[src/design/assert_macros.svh]
// Assertion macros shared by the vector field smoothing engine RTL.
`ifndef ASSERT_MACROS_SVH
`define ASSERT_MACROS_SVH
`ifndef SYNTHESIS
`define VFSE_ASSERT(label, clk, rstn, prop) \
    label: assert property (@(posedge clk) disable iff (!rstn) prop) \
        else $error("assertion failed");
`define VFSE_NEVER(label, clk, rstn, expr) \
    label: assert property (@(posedge clk) disable iff (!rstn) !(expr)) \
        else $error("forbidden condition seen");
`else
`define VFSE_ASSERT(label, clk, rstn, prop)
`define VFSE_NEVER(label, clk, rstn, expr)
`endif
`endif

[src/design/vfse_pkg.sv]
// Types, constants and helper functions of the vector field smoothing engine.
package vfse_pkg;

    localparam int COL_W     = 6;
    localparam int ROW_W     = 6;
    localparam int ADDR_W    = COL_W + ROW_W;
    localparam int DIM_W     = 7;
    localparam int COMP_W    = 16;
    localparam int MAG_W     = 16;
    localparam int SQ_W      = 32;
    localparam int SQ_STEPS  = 16;
    localparam int ACC_W     = 40;
    localparam int SM_W      = 20;
    localparam int Q_W       = 35;
    localparam int DIV_STEPS = Q_W;
    localparam int CELLS     = 1 << ADDR_W;

    localparam logic [DIM_W-1:0]  MAX_WIDTH    = 7'd64;
    localparam logic [DIM_W-1:0]  MAX_HEIGHT   = 7'd64;
    localparam logic [15:0]       INV_SQRT2_Q16 = 16'd46341;
    localparam logic              CFG_WIDTH    = 1'b0;
    localparam logic              CFG_HEIGHT   = 1'b1;
    localparam logic              STATUS_DONE    = 1'b0;
    localparam logic              STATUS_OUTSIDE = 1'b1;

    typedef enum logic [1:0] {
        OP_WRITE = 2'd0,
        OP_READ  = 2'd1,
        OP_STEP  = 2'd2,
        OP_WELL  = 2'd3
    } op_t;

    typedef enum logic [4:0] {
        S_CLEAR, S_IDLE, S_DISPATCH, S_WR, S_RD, S_WMUL, S_WNB,
        S_SCELL, S_NBRD, S_SQLD, S_SQINIT, S_SQ, S_ACC, S_DIVI, S_DIV, S_SWR,
        S_DONE
    } state_t;

    typedef struct packed {
        logic clr_wr;
        logic cell_clr;
        logic cell_adv;
        logic latch_in;
        logic wr_cell;
        logic rd_cell;
        logic well_mul;
        logic well_wr;
        logic nb_clr;
        logic nb_rd;
        logic nb_adv;
        logic sq_load;
        logic sq_init;
        logic sq_step;
        logic acc_clr;
        logic acc;
        logic div_init;
        logic div_step;
        logic step_wr;
        logic flip;
        logic load_out;
    } vfse_cmd_t;

    typedef struct packed {
        logic cell_last;
        logic in_grid;
        op_t  op;
        logic nb_last;
        logic sq_last;
        logic div_last;
        logic out_free;
    } vfse_sts_t;

    function automatic logic [COMP_W-1:0] sat17(input logic signed [COMP_W:0] v);
        logic [COMP_W-1:0] r;
        if (v > 17'sd32767) begin
            r = 16'h7FFF;
        end else if (v < -17'sd32768) begin
            r = 16'h8000;
        end else begin
            r = v[COMP_W-1:0];
        end
        return r;
    endfunction

    function automatic logic [COMP_W-1:0] div_sat(input logic [Q_W-1:0] q, input logic neg);
        logic [COMP_W-1:0] r;
        if (!neg) begin
            r = (q > Q_W'(32767)) ? 16'h7FFF : q[COMP_W-1:0];
        end else begin
            r = (q > Q_W'(32768)) ? 16'h8000 : 16'(16'd0 - q[COMP_W-1:0]);
        end
        return r;
    endfunction

endpackage

[src/design/vfse_ctrl.sv]
// Controller state machine that sequences every operation over the datapath.
module vfse_ctrl import vfse_pkg::*; (
    input  logic      aclk,
    input  logic      aresetn,
    input  logic      s_valid,
    output logic      s_ready,
    input  vfse_sts_t sts,
    output vfse_cmd_t cmd
);

    state_t state_reg, state_next;

    always_ff @(posedge aclk) begin
        if (!aresetn) begin
            state_reg <= S_CLEAR;
        end else begin
            state_reg <= state_next;
        end
    end

    always_comb begin
        state_next = state_reg;
        cmd        = '0;
        s_ready    = 1'b0;
        case (state_reg)
            S_CLEAR: begin
                cmd.clr_wr   = 1'b1;
                cmd.cell_adv = 1'b1;
                if (sts.cell_last) begin
                    state_next = S_IDLE;
                end
            end
            S_IDLE: begin
                s_ready      = 1'b1;
                cmd.latch_in = s_valid;
                if (s_valid) begin
                    state_next = S_DISPATCH;
                end
            end
            S_DISPATCH: begin
                if (sts.op == OP_STEP) begin
                    cmd.cell_clr = 1'b1;
                    state_next   = S_SCELL;
                end else if (!sts.in_grid) begin
                    state_next = S_DONE;
                end else if (sts.op == OP_WRITE) begin
                    state_next = S_WR;
                end else if (sts.op == OP_READ) begin
                    state_next = S_RD;
                end else begin
                    state_next = S_WMUL;
                end
            end
            S_WR: begin
                cmd.wr_cell = 1'b1;
                state_next  = S_DONE;
            end
            S_RD: begin
                cmd.rd_cell = 1'b1;
                state_next  = S_DONE;
            end
            S_WMUL: begin
                cmd.well_mul = 1'b1;
                cmd.nb_clr   = 1'b1;
                state_next   = S_WNB;
            end
            S_WNB: begin
                cmd.well_wr = 1'b1;
                cmd.nb_adv  = 1'b1;
                if (sts.nb_last) begin
                    state_next = S_DONE;
                end
            end
            S_SCELL: begin
                cmd.nb_clr  = 1'b1;
                cmd.acc_clr = 1'b1;
                state_next  = S_NBRD;
            end
            S_NBRD: begin
                cmd.nb_rd  = 1'b1;
                state_next = S_SQLD;
            end
            S_SQLD: begin
                cmd.sq_load = 1'b1;
                state_next  = S_SQINIT;
            end
            S_SQINIT: begin
                cmd.sq_init = 1'b1;
                state_next  = S_SQ;
            end
            S_SQ: begin
                cmd.sq_step = 1'b1;
                if (sts.sq_last) begin
                    state_next = S_ACC;
                end
            end
            S_ACC: begin
                cmd.acc    = 1'b1;
                cmd.nb_adv = 1'b1;
                state_next = sts.nb_last ? S_DIVI : S_NBRD;
            end
            S_DIVI: begin
                cmd.div_init = 1'b1;
                state_next   = S_DIV;
            end
            S_DIV: begin
                cmd.div_step = 1'b1;
                if (sts.div_last) begin
                    state_next = S_SWR;
                end
            end
            S_SWR: begin
                cmd.step_wr  = 1'b1;
                cmd.cell_adv = 1'b1;
                if (sts.cell_last) begin
                    cmd.flip   = 1'b1;
                    state_next = S_DONE;
                end else begin
                    state_next = S_SCELL;
                end
            end
            S_DONE: begin
                if (sts.out_free) begin
                    cmd.load_out = 1'b1;
                    state_next   = S_IDLE;
                end
            end
            default: begin
                state_next = S_IDLE;
            end
        endcase
    end

endmodule
[config.mk]
export PLATFORM = sky130hd
export DESIGN_NAME = vfse_ctrl
export DESIGN_NICKNAME = d
export VERILOG_FILES = /design/src/design/assert_macros.svh /design/src/design/vfse_pkg.sv /design/src/design/vfse_ctrl.sv
export SDC_FILE = /design/constraint.sdc
export NUM_CORES = 1
export LEC_CHECK = 0
export ABC_AREA = 0
export ABC_CLOCK_PERIOD_IN_PS = 2250
export BUFFER_PORTS_ARGS = -buffer_cell sky130_fd_sc_hd__buf_4
export CORE_MARGIN = 8
export CORE_UTILIZATION = 35
export CTS_BUF_LIST = sky130_fd_sc_hd__clkbuf_2
export CTS_CLUSTER_SIZE = 25
export DETAILED_ROUTE_END_ITERATION = 10
export PLACE_DENSITY = 0.66
export SYNTH_ARGS = -nofsm -noshare
export SYNTH_HDL_FRONTEND = slang
export SYNTH_SLANG_ARGS = --single-unit
[constraint.sdc]
create_clock -name aclk -period 2.25 [get_ports aclk]
set_clock_uncertainty 0.05 [all_clocks]
set_input_delay 0 -clock aclk [delete_from_list [all_inputs] [get_ports aclk]]
set_output_delay 0 -clock aclk [all_outputs]
set_load 0.02 [all_outputs]
==> results.toml <==
[drt]
routed_via_density = 5.254
wire_per_inst_um = 13.58
drt-total-wl_um = 1928
post-route-drc-count = 0
postRouteAntennaNets = 0
firstDrtPassIters = 4
vias = 746
drt_iter0_drc = 20

[clock_tree]
cts_made_buffers = 3
cts_num_sinks = 5
cts_buffer_depth = 2
root_buffer = "clkbuf_2"
clk_latency_ns = 0.21
cts_tree = "built"
clk_pin_slew_ns = 0.05
postCtsSetupBuffers = 0
htreeDepth = 1
cts-resized-gates = 0

[yosys]
syn_nets = 105
synth_top_area_share_pct = 16.77
yosysUniqueCellTypes = 34
yosysSeqAreaShare_pct = 16.77
postSynthAreaPerCell_um2 = 6.349
synth.top_cells.by_count = "23 x nor2_1, 8 x nand2_1, 5 x a21oi_1, 5 x dfxtp_1, 5 x inv_1"
synth.most_common_cell = "nor2_1"
netlist_instances = 94
synth_top_area_cell = "dfxtp_1"
syn-cell-area_um2 = 596.8
synth_warnings = 0
synthFlopType = "dfxtp_1"
synth-edff-count = 0
ys_async_sr_fraction_pct = 0
synth_seq_cells = 5
yosys-top-cells-area = "dfxtp_1 17%, nor2_1 14%, nand2_1 5.0%"

[setup_path]
crit_type = "flip-flop to flip-flop"
critPathLaunchType = "flip-flop"
cp.required_ns = 2.30
critical_path_arrival_ns = 1.97
ff2ff_path_depth = 5
crit_fanout = 10
end_kind = "flip-flop"

[timing]
period_needed_ns = 1.918
fmax_ghz = 0.5213
rsz0062_at_grt = "false"
layout_setup_ws_ns = 0.3316
setup_violations = 0
relSlewSlack_pct = 73.16
tightest_slew_ns = 0.4020
setup-tns-final_ns = 0
fin_crit_sh_pct = 85.26
hold_violations = 0
slew_viol_final = 0

[die]
io_pins = 33
start_util_pct = 35.73
die_area_mm2 = 0.003283
die_w_um = 57.30
rows = 15
die_h_um = 57.30
coreArea_mm2 = 0.001670

[layout]
final_nets = 137
seq_area_um2 = 100.1
stdcell_count = 142
design_area_um2 = 858.3
multiInputGateArea_um2 = 440.4
n_antenna_cell = 0
largest_reg_flops = 5
num-fill-cells = 170
area_growth_pct = 43.82
drive_gt1_share_pct = 35.20

[job]
cap_violations = 0

[pwr]
seqPwrFrac_pct = 23.7
p_leak_nw = 0.3947
power.internal_mw = 0.3519
p_per_area_mw_per_mm2 = 813.8
p_clk_share_pct = 11.5
switchingPower_mw = 0.3465
peakVddDrop_mv = 0.5896
p_sw_share_pct = 49.61
p_comb_share_pct = 64.8

[grt]
grt_max_degree = 14
grt_usage_pct = 11.50
grt_pass1_wl_um = 3160
first_global_vias = 661
grt.overflow.total = 0
antenna_found_initial = 0

[placement]
placed_cell_area_um2 = 828.3
post-place-ws_ns = 0.3562
io_buffers = 32
hpwl_um = 1532
place.gp.congestion = 0.8223
place_inst = 137

[hold_path]
holdPathStages = 3
hp-class = "input port to flip-flop"

[outcome]
outcome = "finished, final reports clean"
==> worst paths after layout <==
kind,start,end,slack (ns)
max,state_reg[3]$_SDFFE_PN0P_,state_reg[0]$_SDFFE_PN0P_,0.33
min,sts[0],state_reg[4]$_SDFFE_PN0P_,0.09
max reg2reg,state_reg[3]$_SDFFE_PN0P_,state_reg[0]$_SDFFE_PN0P_,0.33
min reg2reg,state_reg[4]$_SDFFE_PN0P_,state_reg[4]$_SDFFE_PN0P_,0.63
==> through the flow <==
| stage | power, mW | hold WS, ns | util [%] |
|---|---|---|---|
| global route | 0.7533 | 0.09381 | 51.39 |
| finish | 0.6985 | 0.08734 | 51.39 |
| global placement | 0.6102 | 0.2146 | 49.59 |
| floorplan | 0.4771 | 0.06609 | - |
| CTS | 0.6989 | 0.07234 | 51.39 |
| detailed placement | 0.6121 | 0.2208 | 49.59 |
==> timing repair <==
| item | 4_1_cts | 5_1_grt |
|---|---|---|
| hold buffers | 1 | 0 |
| endpoints found under the hold margin | 2 | 0 |
| setup endpoints to repair | 0 | 0 |
==> worst max-delay path, cell delays in order, from the launching register on <==
cell and delay [ns]:
dfxtp_1 0.50, or3_1 0.31, or2_4 0.18, a211oi_1 0.05, or4_1 0.48, a41o_1 0.24
==> area by class of cell <==
type / count / share of cell area, %
inverters: 5 / 2.187
flip-flops and latches: 5 / 11.66
multi-input cells: 77 / 51.31
repair buffers: 34 / 30.03
clock buffers: 4 / 2.332
well taps: 17 / 2.478
==> layout by cell type (no fill, tap or decap), drive strengths merged <==
cell / n
or3: 3
nand2b: 3
nand3b: 2
a211oi: 1
o21ai: 3
nand2: 8
mux2: 2
buf: 33
and3: 2
o22ai: 2
o221ai: 1
xor2: 1
nor2b: 1
and2: 2
clkbuf: 4
nor2: 24
a41o: 1
dlygate4sd3: 1
a21oi: 5
nand3: 2
nor3: 2
a21boi: 2
o31ai: 2
nor3b: 1
a31oi: 1
dfxtp: 5
or2: 2
nor4: 3
inv: 5
or4: 1
==> power groups by stage <==
| stage | registers, mW | clock network [mW] | logic (mW) |
|---|---|---|---|
| 4_1_cts | 0.162 | 0.0857 | 0.451 |
| 3_5_place_dp | 0.164 | 0 | 0.448 |
| 2_1_floorplan | 0.124 | 0 | 0.353 |
| 3_3_place_gp | 0.164 | 0 | 0.446 |
| 6_report | 0.165 | 0.0802 | 0.453 |
| 5_1_grt | 0.171 | 0.0895 | 0.493 |
==> kinds of logic (layout without fill, tap and decap cells) <==
kind of cell / Yosys count / after routing / share of synthesized area, %
and+or+nand+nor: 56 / 56 / 46.96
DFF: 5 / 5 / 16.77
buffers and inverters: 12 / 43 / 9.433
xor gates and xnor gates: 1 / 1 / 1.468
AOI/OAI and AO/OA: 18 / 18 / 21.59
muxes: 2 / 2 / 3.773
==> layer usage <==
layer  track usage, %  up-vias  part of all wire, %
li1                 -      390                    -
met1            13.60      339                   45
met2            19.48       17                   50
met3            2.691        0                  5.2
met4            4.286        0                    0
met5                0        -                    0
(Power assumes the default switching activity.)
